**src/hdl/assert_macros.svh**
```systemverilog
// Assertion macros for the oldest-waiting task scheduler.
// No dependencies; included by the top level, the only file with concurrent checks.
`ifndef ASSERT_MACROS_SVH
`define ASSERT_MACROS_SVH
`ifndef SYNTHESIS
// Property that must hold at every clock edge outside reset.
`define OWTS_ASSERT(lbl, clk, rst_n, prop) \
	lbl: assert property (@(posedge clk) disable iff (!rst_n) (prop)) \
		else $error("owts: check failed");
// Antecedent at one edge implies consequent at the next edge.
`define OWTS_ASSERT_NEXT(lbl, clk, rst_n, ante, cons) \
	lbl: assert property (@(posedge clk) disable iff (!rst_n) (ante) |=> (cons)) \
		else $error("owts: next-cycle check failed");
`else
`define OWTS_ASSERT(lbl, clk, rst_n, prop)
`define OWTS_ASSERT_NEXT(lbl, clk, rst_n, ante, cons)
`endif
`endif

```
**src/hdl/owts_pkg.sv**
```systemverilog
// Shared types and codes of the oldest-waiting task scheduler:
// payload structs, event/state/status codes, controller command and status.
// No dependencies.
`default_nettype none

package owts_pkg;

	localparam int HART_W  = 3;
	localparam int STATE_W = 3;

	// event kinds
	localparam logic [2:0] KIND_INIT  = 3'd0;
	localparam logic [2:0] KIND_YIELD = 3'd1;
	localparam logic [2:0] KIND_BLOCK = 3'd2;
	localparam logic [2:0] KIND_EXIT  = 3'd3;
	localparam logic [2:0] KIND_RUN   = 3'd4;
	localparam logic [2:0] KIND_WAKE  = 3'd5;

	// slot states
	localparam logic [STATE_W-1:0] ST_FREE     = 3'd0;
	localparam logic [STATE_W-1:0] ST_RUNNABLE = 3'd1;
	localparam logic [STATE_W-1:0] ST_RUNNING  = 3'd2;
	localparam logic [STATE_W-1:0] ST_BLOCKED  = 3'd3;
	localparam logic [STATE_W-1:0] ST_ZOMBIE   = 3'd4;

	// result status
	localparam logic [1:0] STATUS_OK     = 2'd0;
	localparam logic [1:0] STATUS_NOFREE = 2'd1;
	localparam logic [1:0] STATUS_NORUN  = 2'd2;

	typedef struct packed {
		logic [2:0]  kind;
		logic [3:0]  caller_slot;
		logic [3:0]  target_slot;
		logic [2:0]  hart_id;
		logic [31:0] now;
	} ev_t;

	typedef struct packed {
		logic [3:0] next_slot;
		logic       switched;
		logic [2:0] next_hart;
		logic [1:0] status;
	} res_t;

	typedef enum logic [1:0] {
		RD_CALLER = 2'd0,
		RD_TARGET = 2'd1,
		RD_SCAN   = 2'd2
	} rd_sel_t;

	typedef enum logic [2:0] {
		WR_NONE       = 3'd0,
		WR_INIT       = 3'd1,
		WR_MARK       = 3'd2,
		WR_WAKE       = 3'd3,
		WR_PICK       = 3'd4,
		WR_RUN_CALLER = 3'd5,
		WR_RUN_NEW    = 3'd6
	} wr_op_t;

	typedef enum logic [2:0] {
		RES_BAD    = 3'd0,
		RES_INIT   = 3'd1,
		RES_PLAIN  = 3'd2,
		RES_PICK   = 3'd3,
		RES_NORUN  = 3'd4,
		RES_NOFREE = 3'd5
	} res_sel_t;

	typedef struct packed {
		logic     load;
		rd_sel_t  rd_sel;
		logic     scan_start;
		logic     scan_step;
		logic     cap_caller;
		wr_op_t   wr_op;
		logic     res_en;
		res_sel_t res_sel;
		logic     out_load;
	} cmd_t;

	typedef struct packed {
		logic [2:0] kind;
		logic       caller_ok;
		logic       found;
		logic       scan_last;
		logic       scan_busy;
	} sts_t;

endpackage

`default_nettype wire

```
**src/hdl/owts_stream_if.sv**
```systemverilog
// Valid/ready channel carrying one payload struct per transfer.
// Payload type is supplied by the user (owts_pkg::ev_t or owts_pkg::res_t).
`default_nettype none

interface owts_stream_if #(
	parameter type payload_t = logic
);
	logic     valid;
	logic     ready;
	payload_t data;

	modport source (output valid, output data, input ready);
	modport sink (input valid, input data, output ready);
endinterface

`default_nettype wire

```
**src/hdl/oldest_waiting_task_scheduler.sv**
```systemverilog
// Oldest-waiting-first task scheduler, top level.
// Depends on owts_pkg, owts_stream_if, owts_ctrl, owts_dp and assert_macros.svh.
//
// Usage:
//   ev  (sink)   : one scheduling event per transfer: kind, caller_slot,
//                  target_slot, hart_id, now.
//   res (source) : exactly one result per event: next_slot, switched,
//                  next_hart, status.
// One event is in flight at a time; ev.ready is high only while idle.
// Each event is registered, its caller row read, then dispatched:
//   init, unknown kind, out-of-range caller: result set at dispatch;
//   wake: target row read, then written; yield / block / exit / run:
//   scan of all SLOTS rows, drain, commit; run adds the S_RUN2 write
//   when a free slot is found. The scan reads one table row per cycle
//   through the single memory read port.
// Reset clears all slot valid bits at once, so every slot reads free with
// zero time and hart 0; no clearing pass is needed.
// When the receiver stalls, the result waits in the output register and
// the next event is still taken; the scheduler holds its finished result
// internally until the output register frees up.
`default_nettype none
`include "assert_macros.svh"

module oldest_waiting_task_scheduler #(
	parameter int SLOTS     = 16,
	parameter int HARTS     = 8,
	parameter int TIME_BITS = 32
) (
	input wire logic      clk,
	input wire logic      arst_n,
	owts_stream_if.sink   ev,
	owts_stream_if.source res
);

	owts_pkg::cmd_t cmd;
	owts_pkg::sts_t sts;
	owts_pkg::res_t res_payload;

	// sequencer: handshakes and command generation
	owts_ctrl u_ctrl (
		.clk       (clk),
		.arst_n    (arst_n),
		.in_valid  (ev.valid),
		.in_ready  (ev.ready),
		.out_valid (res.valid),
		.out_ready (res.ready),
		.sts       (sts),
		.cmd       (cmd)
	);

	// slot table, scan stage and result registers
	owts_dp #(
		.SLOTS     (SLOTS),
		.HARTS     (HARTS),
		.TIME_BITS (TIME_BITS)
	) u_dp (
		.clk      (clk),
		.arst_n   (arst_n),
		.ev_data  (ev.data),
		.cmd      (cmd),
		.sts      (sts),
		.res_data (res_payload)
	);

	assign res.data = res_payload;

	// accepting an event closes the input until its result is queued
	`OWTS_ASSERT_NEXT(a_single_event, clk, arst_n, ev.valid && ev.ready, !ev.ready)
	// scan-stage zombie frees and sequencer writes never share the write port
	`OWTS_ASSERT(a_wr_port_free, clk, arst_n, !(sts.scan_busy && cmd.wr_op != owts_pkg::WR_NONE))
	// output register is only reloaded when empty or being drained
	`OWTS_ASSERT(a_out_load_free, clk, arst_n, !cmd.out_load || !res.valid || res.ready)
	// a loaded result is presented on the next cycle
	`OWTS_ASSERT_NEXT(a_out_shown, clk, arst_n, cmd.out_load, res.valid)

endmodule

`default_nettype wire

```
**src/hdl/owts_ctrl.sv**
```systemverilog
// Sequencing state machine of the scheduler: caller read, dispatch,
// as needed wake or scan and commit, then output. Uses owts_pkg.
`default_nettype none

module owts_ctrl (
	input  wire logic          clk,
	input  wire logic          arst_n,
	input  wire logic          in_valid,
	output logic               in_ready,
	output logic               out_valid,
	input  wire logic          out_ready,
	input  owts_pkg::sts_t     sts,
	output owts_pkg::cmd_t     cmd
);

	typedef enum logic [9:0] {
		S_IDLE   = 10'b0000000001,
		S_CRD    = 10'b0000000010,
		S_DISP   = 10'b0000000100,
		S_TRD    = 10'b0000001000,
		S_WAKE   = 10'b0000010000,
		S_SCAN   = 10'b0000100000,
		S_DRAIN  = 10'b0001000000,
		S_COMMIT = 10'b0010000000,
		S_RUN2   = 10'b0100000000,
		S_OUT    = 10'b1000000000
	} state_t;

	state_t state_q, state_d;
	logic   out_valid_q;

	always_comb begin
		state_d        = state_q;
		in_ready       = 1'b0;
		cmd            = '0;
		cmd.rd_sel     = owts_pkg::RD_CALLER;
		cmd.wr_op      = owts_pkg::WR_NONE;
		cmd.res_sel    = owts_pkg::RES_PLAIN;
		case (state_q)
			S_IDLE: begin
				in_ready = 1'b1;
				if (in_valid) begin
					cmd.load = 1'b1;
					state_d  = S_CRD;
				end
			end
			S_CRD: begin
				cmd.rd_sel = owts_pkg::RD_CALLER;
				state_d    = S_DISP;
			end
			S_DISP: begin
				cmd.cap_caller = 1'b1;
				if (!sts.caller_ok) begin
					cmd.res_en  = 1'b1;
					cmd.res_sel = owts_pkg::RES_BAD;
					state_d     = S_OUT;
				end else begin
					case (sts.kind)
						owts_pkg::KIND_INIT: begin
							cmd.wr_op   = owts_pkg::WR_INIT;
							cmd.res_en  = 1'b1;
							cmd.res_sel = owts_pkg::RES_INIT;
							state_d     = S_OUT;
						end
						owts_pkg::KIND_YIELD, owts_pkg::KIND_BLOCK,
						owts_pkg::KIND_EXIT: begin
							cmd.wr_op      = owts_pkg::WR_MARK;
							cmd.scan_start = 1'b1;
							state_d        = S_SCAN;
						end
						owts_pkg::KIND_RUN: begin
							cmd.scan_start = 1'b1;
							state_d        = S_SCAN;
						end
						owts_pkg::KIND_WAKE: begin
							state_d = S_TRD;
						end
						default: begin
							cmd.res_en  = 1'b1;
							cmd.res_sel = owts_pkg::RES_PLAIN;
							state_d     = S_OUT;
						end
					endcase
				end
			end
			S_TRD: begin
				cmd.rd_sel = owts_pkg::RD_TARGET;
				state_d    = S_WAKE;
			end
			S_WAKE: begin
				cmd.wr_op   = owts_pkg::WR_WAKE;
				cmd.res_en  = 1'b1;
				cmd.res_sel = owts_pkg::RES_PLAIN;
				state_d     = S_OUT;
			end
			S_SCAN: begin
				cmd.rd_sel    = owts_pkg::RD_SCAN;
				cmd.scan_step = 1'b1;
				if (sts.scan_last) begin
					state_d = S_DRAIN;
				end
			end
			S_DRAIN: begin
				state_d = S_COMMIT;
			end
			S_COMMIT: begin
				if (sts.kind == owts_pkg::KIND_RUN) begin
					if (sts.found) begin
						cmd.wr_op = owts_pkg::WR_RUN_CALLER;
						state_d   = S_RUN2;
					end else begin
						cmd.res_en  = 1'b1;
						cmd.res_sel = owts_pkg::RES_NOFREE;
						state_d     = S_OUT;
					end
				end else begin
					cmd.res_en = 1'b1;
					if (sts.found) begin
						cmd.wr_op   = owts_pkg::WR_PICK;
						cmd.res_sel = owts_pkg::RES_PICK;
					end else begin
						cmd.res_sel = owts_pkg::RES_NORUN;
					end
					state_d = S_OUT;
				end
			end
			S_RUN2: begin
				cmd.wr_op   = owts_pkg::WR_RUN_NEW;
				cmd.res_en  = 1'b1;
				cmd.res_sel = owts_pkg::RES_PICK;
				state_d     = S_OUT;
			end
			S_OUT: begin
				if (!out_valid_q || out_ready) begin
					cmd.out_load = 1'b1;
					state_d      = S_IDLE;
				end
			end
			default: begin
				state_d = S_IDLE;
			end
		endcase
	end

	always_ff @(posedge clk or negedge arst_n) begin
		if (!arst_n) begin
			state_q     <= S_IDLE;
			out_valid_q <= 1'b0;
		end else begin
			state_q <= state_d;
			if (cmd.out_load) begin
				out_valid_q <= 1'b1;
			end else if (out_ready) begin
				out_valid_q <= 1'b0;
			end
		end
	end

	assign out_valid = out_valid_q;

endmodule

`default_nettype wire

```
**src/hdl/owts_dp.sv**
```systemverilog
// Scheduler datapath: slot table memory with per-row valid bits, scan
// pipeline stage, pick/compare logic, result and output registers. Uses owts_pkg.
`default_nettype none

module owts_dp #(
	parameter int SLOTS     = 16,
	parameter int HARTS     = 8,
	parameter int TIME_BITS = 32
) (
	input  wire logic       clk,
	input  wire logic       arst_n,
	input  owts_pkg::ev_t   ev_data,
	input  owts_pkg::cmd_t  cmd,
	output owts_pkg::sts_t  sts,
	output owts_pkg::res_t  res_data
);

	localparam int SW = $clog2(SLOTS);
	localparam int HW = owts_pkg::HART_W;
	localparam logic [SW-1:0] LAST = SW'(SLOTS - 1);

	typedef struct packed {
		logic [owts_pkg::STATE_W-1:0] state;
		logic [HW-1:0]                hart;
		logic [TIME_BITS-1:0]         wtime;
	} row_t;

	// reduce hart_id into 0..HARTS-1 by repeated subtraction
	function automatic logic [HW-1:0] hart_mod(input logic [HW-1:0] h);
		logic [6:0] v;
		v = 7'(h);
		for (int i = 0; i < 8; i++) begin
			if (v >= 7'(HARTS)) v = v - 7'(HARTS);
		end
		return HW'(v);
	endfunction

	row_t             mem [SLOTS];
	logic [SLOTS-1:0] valid_q;
	row_t             rd_data_q;
	logic             rd_vld_q;
	row_t             row;

	logic [2:0]           kind_q;
	logic [3:0]           caller_raw_q;
	logic [SW-1:0]        caller_q;
	logic                 caller_ok_q;
	logic [SW-1:0]        target_q;
	logic                 target_ok_q;
	logic [HW-1:0]        hart_q;
	logic [TIME_BITS-1:0] now_q;
	logic [HW-1:0]        caller_hart_q;
	logic [HW-1:0]        caller_hart_w;

	logic [SW-1:0]        scan_idx_q;
	logic                 scan_vld_s1;
	logic [SW-1:0]        scan_idx_s1;
	logic                 found_q;
	logic [SW-1:0]        pick_q;
	logic [TIME_BITS-1:0] pick_time_q;
	logic                 zombie_free;
	logic                 take;

	logic                 wr_en;
	logic [SW-1:0]        wr_addr;
	row_t                 wr_row;
	logic [SW-1:0]        rd_addr;
	logic [owts_pkg::STATE_W-1:0] mark;

	owts_pkg::res_t res_q, res_d, out_q;

	// never-written rows read as free with zero time and hart
	assign row           = rd_vld_q ? rd_data_q : '0;
	assign caller_hart_w = cmd.cap_caller ? row.hart : caller_hart_q;

	always_comb begin
		case (cmd.rd_sel)
			owts_pkg::RD_TARGET: rd_addr = target_q;
			owts_pkg::RD_SCAN:   rd_addr = scan_idx_q;
			default:             rd_addr = caller_q;
		endcase
	end

	always_comb begin
		case (kind_q)
			owts_pkg::KIND_YIELD: mark = owts_pkg::ST_RUNNABLE;
			owts_pkg::KIND_BLOCK: mark = owts_pkg::ST_BLOCKED;
			default:              mark = owts_pkg::ST_ZOMBIE;
		endcase
	end

	// scan stage decisions
	assign zombie_free = scan_vld_s1 && (kind_q != owts_pkg::KIND_RUN) &&
		(row.state == owts_pkg::ST_ZOMBIE) && (scan_idx_s1 != caller_q);

	always_comb begin
		take = 1'b0;
		if (scan_vld_s1) begin
			if (kind_q == owts_pkg::KIND_RUN) begin
				take = !found_q && (row.state == owts_pkg::ST_FREE) &&
					(scan_idx_s1 != caller_q);
			end else begin
				take = !zombie_free && (row.state == owts_pkg::ST_RUNNABLE) &&
					(!found_q || (row.wtime < pick_time_q));
			end
		end
	end

	// single write port: scan stage frees zombies, controller ops otherwise
	always_comb begin
		wr_en   = 1'b0;
		wr_addr = caller_q;
		wr_row  = row;
		if (zombie_free) begin
			wr_en        = 1'b1;
			wr_addr      = scan_idx_s1;
			wr_row.state = owts_pkg::ST_FREE;
		end else begin
			case (cmd.wr_op)
				owts_pkg::WR_INIT: begin
					wr_en        = 1'b1;
					wr_row.state = owts_pkg::ST_RUNNING;
					wr_row.hart  = hart_q;
				end
				owts_pkg::WR_MARK: begin
					wr_en        = 1'b1;
					wr_row.state = mark;
					if (kind_q == owts_pkg::KIND_YIELD) wr_row.wtime = now_q;
				end
				owts_pkg::WR_WAKE: begin
					wr_en        = target_ok_q && (row.state == owts_pkg::ST_BLOCKED);
					wr_addr      = target_q;
					wr_row.state = owts_pkg::ST_RUNNABLE;
					wr_row.wtime = now_q;
				end
				owts_pkg::WR_PICK: begin
					wr_en   = 1'b1;
					wr_addr = pick_q;
					wr_row  = '{state: owts_pkg::ST_RUNNING, hart: caller_hart_q,
						wtime: pick_time_q};
				end
				owts_pkg::WR_RUN_CALLER: begin
					wr_en  = 1'b1;
					wr_row = '{state: owts_pkg::ST_RUNNABLE, hart: caller_hart_q,
						wtime: now_q};
				end
				owts_pkg::WR_RUN_NEW: begin
					wr_en   = 1'b1;
					wr_addr = pick_q;
					wr_row  = '{state: owts_pkg::ST_RUNNING, hart: caller_hart_q,
						wtime: now_q};
				end
				default: begin
					wr_en = 1'b0;
				end
			endcase
		end
	end

	always_comb begin
		res_d = '{next_slot: 4'(caller_q), switched: 1'b0, next_hart: caller_hart_w,
			status: owts_pkg::STATUS_OK};
		case (cmd.res_sel)
			owts_pkg::RES_BAD: begin
				res_d.next_slot = caller_raw_q;
				res_d.next_hart = '0;
			end
			owts_pkg::RES_INIT: begin
				res_d.next_hart = hart_q;
			end
			owts_pkg::RES_PICK: begin
				res_d.next_slot = 4'(pick_q);
				res_d.switched  = (pick_q != caller_q);
			end
			owts_pkg::RES_NORUN: begin
				res_d.status = owts_pkg::STATUS_NORUN;
			end
			owts_pkg::RES_NOFREE: begin
				res_d.status = owts_pkg::STATUS_NOFREE;
			end
			default: begin
				res_d.status = owts_pkg::STATUS_OK;
			end
		endcase
	end

	// table memory, registered read
	always_ff @(posedge clk) begin
		if (wr_en) mem[wr_addr] <= wr_row;
		rd_data_q <= mem[rd_addr];
	end

	always_ff @(posedge clk or negedge arst_n) begin
		if (!arst_n) begin
			valid_q     <= '0;
			rd_vld_q    <= 1'b0;
			scan_vld_s1 <= 1'b0;
			found_q     <= 1'b0;
		end else begin
			if (wr_en) valid_q[wr_addr] <= 1'b1;
			rd_vld_q    <= valid_q[rd_addr];
			scan_vld_s1 <= cmd.scan_step;
			if (cmd.scan_start) begin
				found_q <= 1'b0;
			end else if (take) begin
				found_q <= 1'b1;
			end
		end
	end

	always_ff @(posedge clk) begin
		if (cmd.load) begin
			kind_q       <= ev_data.kind;
			caller_raw_q <= ev_data.caller_slot;
			caller_q     <= SW'(ev_data.caller_slot);
			caller_ok_q  <= (32'(ev_data.caller_slot) < 32'(SLOTS));
			target_q     <= SW'(ev_data.target_slot);
			target_ok_q  <= (32'(ev_data.target_slot) < 32'(SLOTS));
			hart_q       <= hart_mod(ev_data.hart_id);
			now_q        <= TIME_BITS'(ev_data.now);
		end
		if (cmd.cap_caller) caller_hart_q <= row.hart;
		if (cmd.scan_start) begin
			scan_idx_q <= '0;
		end else if (cmd.scan_step) begin
			scan_idx_q <= scan_idx_q + SW'(1);
		end
		scan_idx_s1 <= scan_idx_q;
		if (take) begin
			pick_q      <= scan_idx_s1;
			pick_time_q <= row.wtime;
		end
		if (cmd.res_en) res_q <= res_d;
		if (cmd.out_load) out_q <= res_q;
	end

	assign sts.kind      = kind_q;
	assign sts.caller_ok = caller_ok_q;
	assign sts.found     = found_q;
	assign sts.scan_last = (scan_idx_q == LAST);
	assign sts.scan_busy = scan_vld_s1;
	assign res_data      = out_q;

endmodule

`default_nettype wire

```
**src/flat_wrapper.sv**
```systemverilog
// flat-port wrapper written by rule: the top's interface ports become plain ports
module oldest_waiting_task_scheduler_flat 
#(
	parameter int SLOTS     = 16,
	parameter int HARTS     = 8,
	parameter int TIME_BITS = 32
)
  (clk, arst_n, ev_valid, ev_data, ev_ready, res_valid, res_data, res_ready);
  owts_stream_if #(.payload_t(owts_pkg::ev_t)) ev_i ();
  owts_stream_if #(.payload_t(owts_pkg::res_t)) res_i ();
  input wire logic clk;
  input wire logic arst_n;
  input wire logic [$bits(ev_i.valid)-1:0] ev_valid;
  input wire logic [$bits(ev_i.data)-1:0] ev_data;
  output wire logic [$bits(ev_i.ready)-1:0] ev_ready;
  output wire logic [$bits(res_i.valid)-1:0] res_valid;
  output wire logic [$bits(res_i.data)-1:0] res_data;
  input wire logic [$bits(res_i.ready)-1:0] res_ready;
  assign ev_i.valid = ev_valid;
  assign ev_i.data = ev_data;
  assign ev_ready = ev_i.ready;
  assign res_valid = res_i.valid;
  assign res_data = res_i.data;
  assign res_i.ready = res_ready;
  oldest_waiting_task_scheduler #(.SLOTS(SLOTS), .HARTS(HARTS), .TIME_BITS(TIME_BITS)) u_core (.clk(clk), .arst_n(arst_n), .ev(ev_i), .res(res_i));
endmodule
```
**config.mk**
```make
export PLATFORM = sky130hd
export DESIGN_NAME = oldest_waiting_task_scheduler_flat
export DESIGN_NICKNAME = d
export VERILOG_FILES = /design/src/hdl/owts_pkg.sv /design/src/hdl/owts_stream_if.sv /design/src/hdl/oldest_waiting_task_scheduler.sv /design/src/hdl/owts_ctrl.sv /design/src/hdl/owts_dp.sv /design/src/flat_wrapper.sv
export VERILOG_INCLUDE_DIRS = /design/src /design/src/hdl
export SDC_FILE = /design/constraint.sdc
export NUM_CORES = 1
export LEC_CHECK = 0
export ABC_CLOCK_PERIOD_IN_PS = 14450
export BUFFER_PORTS_ARGS = -buffer_cell sky130_fd_sc_hd__buf_2
export CAP_MARGIN = 20
export CORE_AREA = 2 2 217 219
export CTS_BUF_LIST = sky130_fd_sc_hd__clkbuf_2
export CTS_CLUSTER_DIAMETER = 50
export CTS_CLUSTER_SIZE = 25
export DETAILED_ROUTE_END_ITERATION = 8
export DIE_AREA = 0 0 219 221
export PLACE_DENSITY = 0.95
export SLEW_MARGIN = 20
export SYNTH_ARGS = -nofsm -noshare
export SYNTH_HDL_FRONTEND = slang
export SYNTH_SLANG_ARGS = --single-unit
```
**constraint.sdc**
```tcl
create_clock -name clk -period 14.45 [get_ports clk]
set_input_delay 0.7225 -clock clk [delete_from_list [all_inputs] [get_ports clk]]
set_output_delay 0.7225 -clock clk [all_outputs]
set_load 0.03 [all_outputs]
```
==> impl_results.md <==
- Outcome: finished with violations
- Failing checks: design-rule violations
- Worst min path class: in2reg
- Ys Warns: 0
- Dpl hpwl: between 30000 and 40000 um
- Starting Density: between 60% and 70%
- First-pass GRT wire length: 107000 um
- Synth Area per Inst: between 15 and 20 sq um
- Synthesized area: between 0.03 and 0.04 sq mm
- Ports: 62
- Crit Reg-Reg Endpoint: u_core.u_dp.rd_data_q[4]
- R2r startpoint: u_core.u_ctrl.state_q[1]
- CP Data Required Time: around 16 ns
- Worst Slack Setup Final: 8.931 ns
- Fin. Hold Viols: 0
- Largest net degree at the start of global routing: between 100 and 150
- Crit end category: flop
- GPL Wtd Cong: approximately 0.94
- Grt ovf: 0
- Worst Tran Pin Value: between 1 and 1.5 ns
- Clk_lat worst skew: 1.32 ns
- Max Slew Vio Count: 0
- Most frequent cells in the layout: 710 x edfxtp_1, 156 x mux4_2, 67 x nand2_1
- Die H: around 220 um
- Syn_nets: approximately 1800
- Post-synth top area share: approximately 67%
- Detailed Routing Iterations Pass 1: 9
- Setup tns final: 0 ns
- Multi-input logic area: approximately 0.0084 sq mm
- Worst reg2reg path depth: 12
- Vias per cell: between 6 and 7
- Worst setup path start: u_core.u_ctrl.state_q[1]
- DR iter-0 viols: roughly 2600
- Worst Setup EP: u_core.u_dp.rd_data_q[4]
- Slew headroom: slightly below 30%
- R2r setup slk: approximately 8.9 ns
- VDD IR max: just under 0.1 mV
- Net count, final: between 1500 and 2000
- DIE WIDTH: around 220 um
- Antenna violations before repair: 4
- CTS buffer count: 52
- Register area: between 0.02 and 0.025 sq mm
- CTS Root Cell: clkbuf_2
- Maximum capacitance violations: 0
- DR vias: 17670
- Tot GR Track Use: 30.18%
- Post-DRT Antenna Nets: 0
- CORE AREA: around 0.046 sq mm
- Startpoint Class: flop
- Clk slew on worst S/H paths: 0.37 ns
- Layout cells sized above 1: around a quarter
- Layout Skew: 0.1261 ns
- TritonCTS clock tree: built
- DR DRC count: 2
- Postcts setup bufs: 0
- Leak Pwr: 11.64 nW
- Worst Path Arrival: about 6.7 ns
- Final Cycle Share: around two fifths
- Pre-CTS WS: 9.067 ns
- Cells after Synth: around 1700
- Clk sinks: between 700 and 800
- CTS Buffer Depth: 3
- Final setup fails: 0
- Critical Setup Path Class: reg2reg
- Fmax: 181.2 MHz
- Seq/Total Area, Yosys: between 70% and 80%
- Area leader, netlist: edfxtp_1
- Synthesized flop and latch total: about 790
- Most common cell after layout, fill and taps aside: edfxtp_1
- Pwr per Cell Area: between 100 and 150 mW/mm^2
- Leading register cell type out of synthesis: edfxtp_1
- Unrepaired setup endpoints after global routing: false
- Post-synth cell types: a little under 70
- Top cells by area, synth: edfxtp_1 67%, mux4_2 11%, dfxtp_1 3.1%
- Drt total wl: around 71000 um
- EDFF count, synth: 710
- Area Overhead vs Synth: 8.785%
- Fillers: about 2500
- H-tree depth: 2
- Share of synthesized registers carrying an async set or reset: under 10%
- Die area: 0.04840 sq mm
- Min cycle time layout: approximately 5.5 ns
- Drt wl/cell: 28.25 um
- I/O Buffers: between 60 and 70
- Row Count: 79
- Post-route core utilization: between 70% and 80%
- CP max FO: 81
- Vias in the first global route: around 18000
==> kinds of logic (layout without fill, tap and decap cells) <==
family	Yosys count	count (layout)	share of synthesized area, %
buffers and inverters	133	308	1.655
and+or+nand+nor	288	288	4.881
muxes	230	230	13.53
DFF	789	789	72.59
AOI/OAI and AO/OA	249	249	5.516
adders and majority gates	38	38	1.497
xor gates and xnor gates	12	12	0.3309
other	0	5	0
==> cells in the mapped netlist (all sizes together) (10+ instances only) <==
master	instances
edfxtp	710
mux4	156
a21oi	67
nand2	67
clkbuf	62
o21ai	56
dfxtp	49
inv	43
nor2b	43
a211oi	42
mux2i	39
ha	38
nor2	38
and2	36
mux2	35
a222oi	32
dfrtp	29
buf	28
nor3	22
or2	14
nand4	13
nand2b	11
nor4	10
==> worst min path at each step <==
stage,cells past startpoint,to,start,slack [ns]
finish,2,u_core.u_dp.caller_q[3],ev_data[42],0.11
global route,2,u_core.u_dp.caller_q[3],ev_data[42],0.02
CTS,2,u_core.u_dp.caller_q[3],ev_data[42],0.02
detailed placement,0,u_core.u_dp.res_data[1],u_core.u_dp.res_q[1],0.41
global placement,0,u_core.u_dp.res_data[6],u_core.u_dp.res_q[6],0.40
floorplan,0,u_core.u_dp.scan_idx_s1[3],u_core.u_dp.scan_idx_q[3],0.38
==> registers in the layout, indices dropped and copies added, names as in the netlist, 10 cells and up <==
register and flops:
u_core.u_ctrl.state_q 10, u_core.u_dp.mem 608, u_core.u_dp.now_q 32, u_core.u_dp.pick_time_q 32, u_core.u_dp.rd_data_q 38, u_core.u_dp.res_data 10
u_core.u_dp.res_q 10, u_core.u_dp.valid_q 16
==> per-stage QoR <==
stage / power (mW) / hold WS [ns] / instances / instance area (sq um)
after global placement: 3.738 / 0.4030 / 2364 / 33030
after CTS: 4.806 / 0.01810 / 2517 / 34450
after detailed placement: 3.820 / 0.4061 / 2369 / 33100
final: 4.815 / 0.1094 / 2526 / 34550
after global routing: 4.995 / 0.01801 / 2526 / 34550
after floorplan: 3.512 / 0.3751 / 1739 / 31760
==> power breakdown <==
group	leakage, nW	total [mW]	switching, mW	internal, mW
Clock	0.482	1.00	0.783	0.221
Combinational	3.78	0.982	0.574	0.408
Sequential	7.37	2.83	0.0908	2.74
==> per-layer routing <==
metal | up-vias | global-route usage [%] | share of wire (%)
met5 | - | 0 | 0
met4 | 0 | 11.49 | 3.9
met3 | 231 | 5.402 | 11
met2 | 1192 | 48.90 | 50
met1 | 8929 | 41.77 | 36
li1 | 7322 | - | -
==> cell type report <==
type                       count  share of cell area [%]
clock buffer                  55                  0.7967
tap                          607                   2.198
multi-input combinational    817                   24.31
antenna                        5                 0.03621
inverter                      43                  0.4672
clock inverter                41                   1.583
timing repair buffer         169                   3.882
sequential                   789                   66.73
==> worst max-delay path, stage by stage, from the launching register on <==
cell and delay (ns):
dfrtp_1 0.56, nor4_2 0.71, nand4_1 0.42, ha_1 0.71
nor2_1 0.16, a21oi_4 0.13, buf_4 0.55, buf_12 0.40
buf_16 0.52, mux4_2 0.60, nor2b_1 0.15, a211oi_1 0.30
a21oi_1 0.08
==> what timing repair did <==
item                                    CTS  global route
gates resized for setup                   0             0
hold buffers                             52             0
hold endpoints to repair                 80             0
endpoints found under the setup margin    0             0
Power figures use the tool's default switching activity.
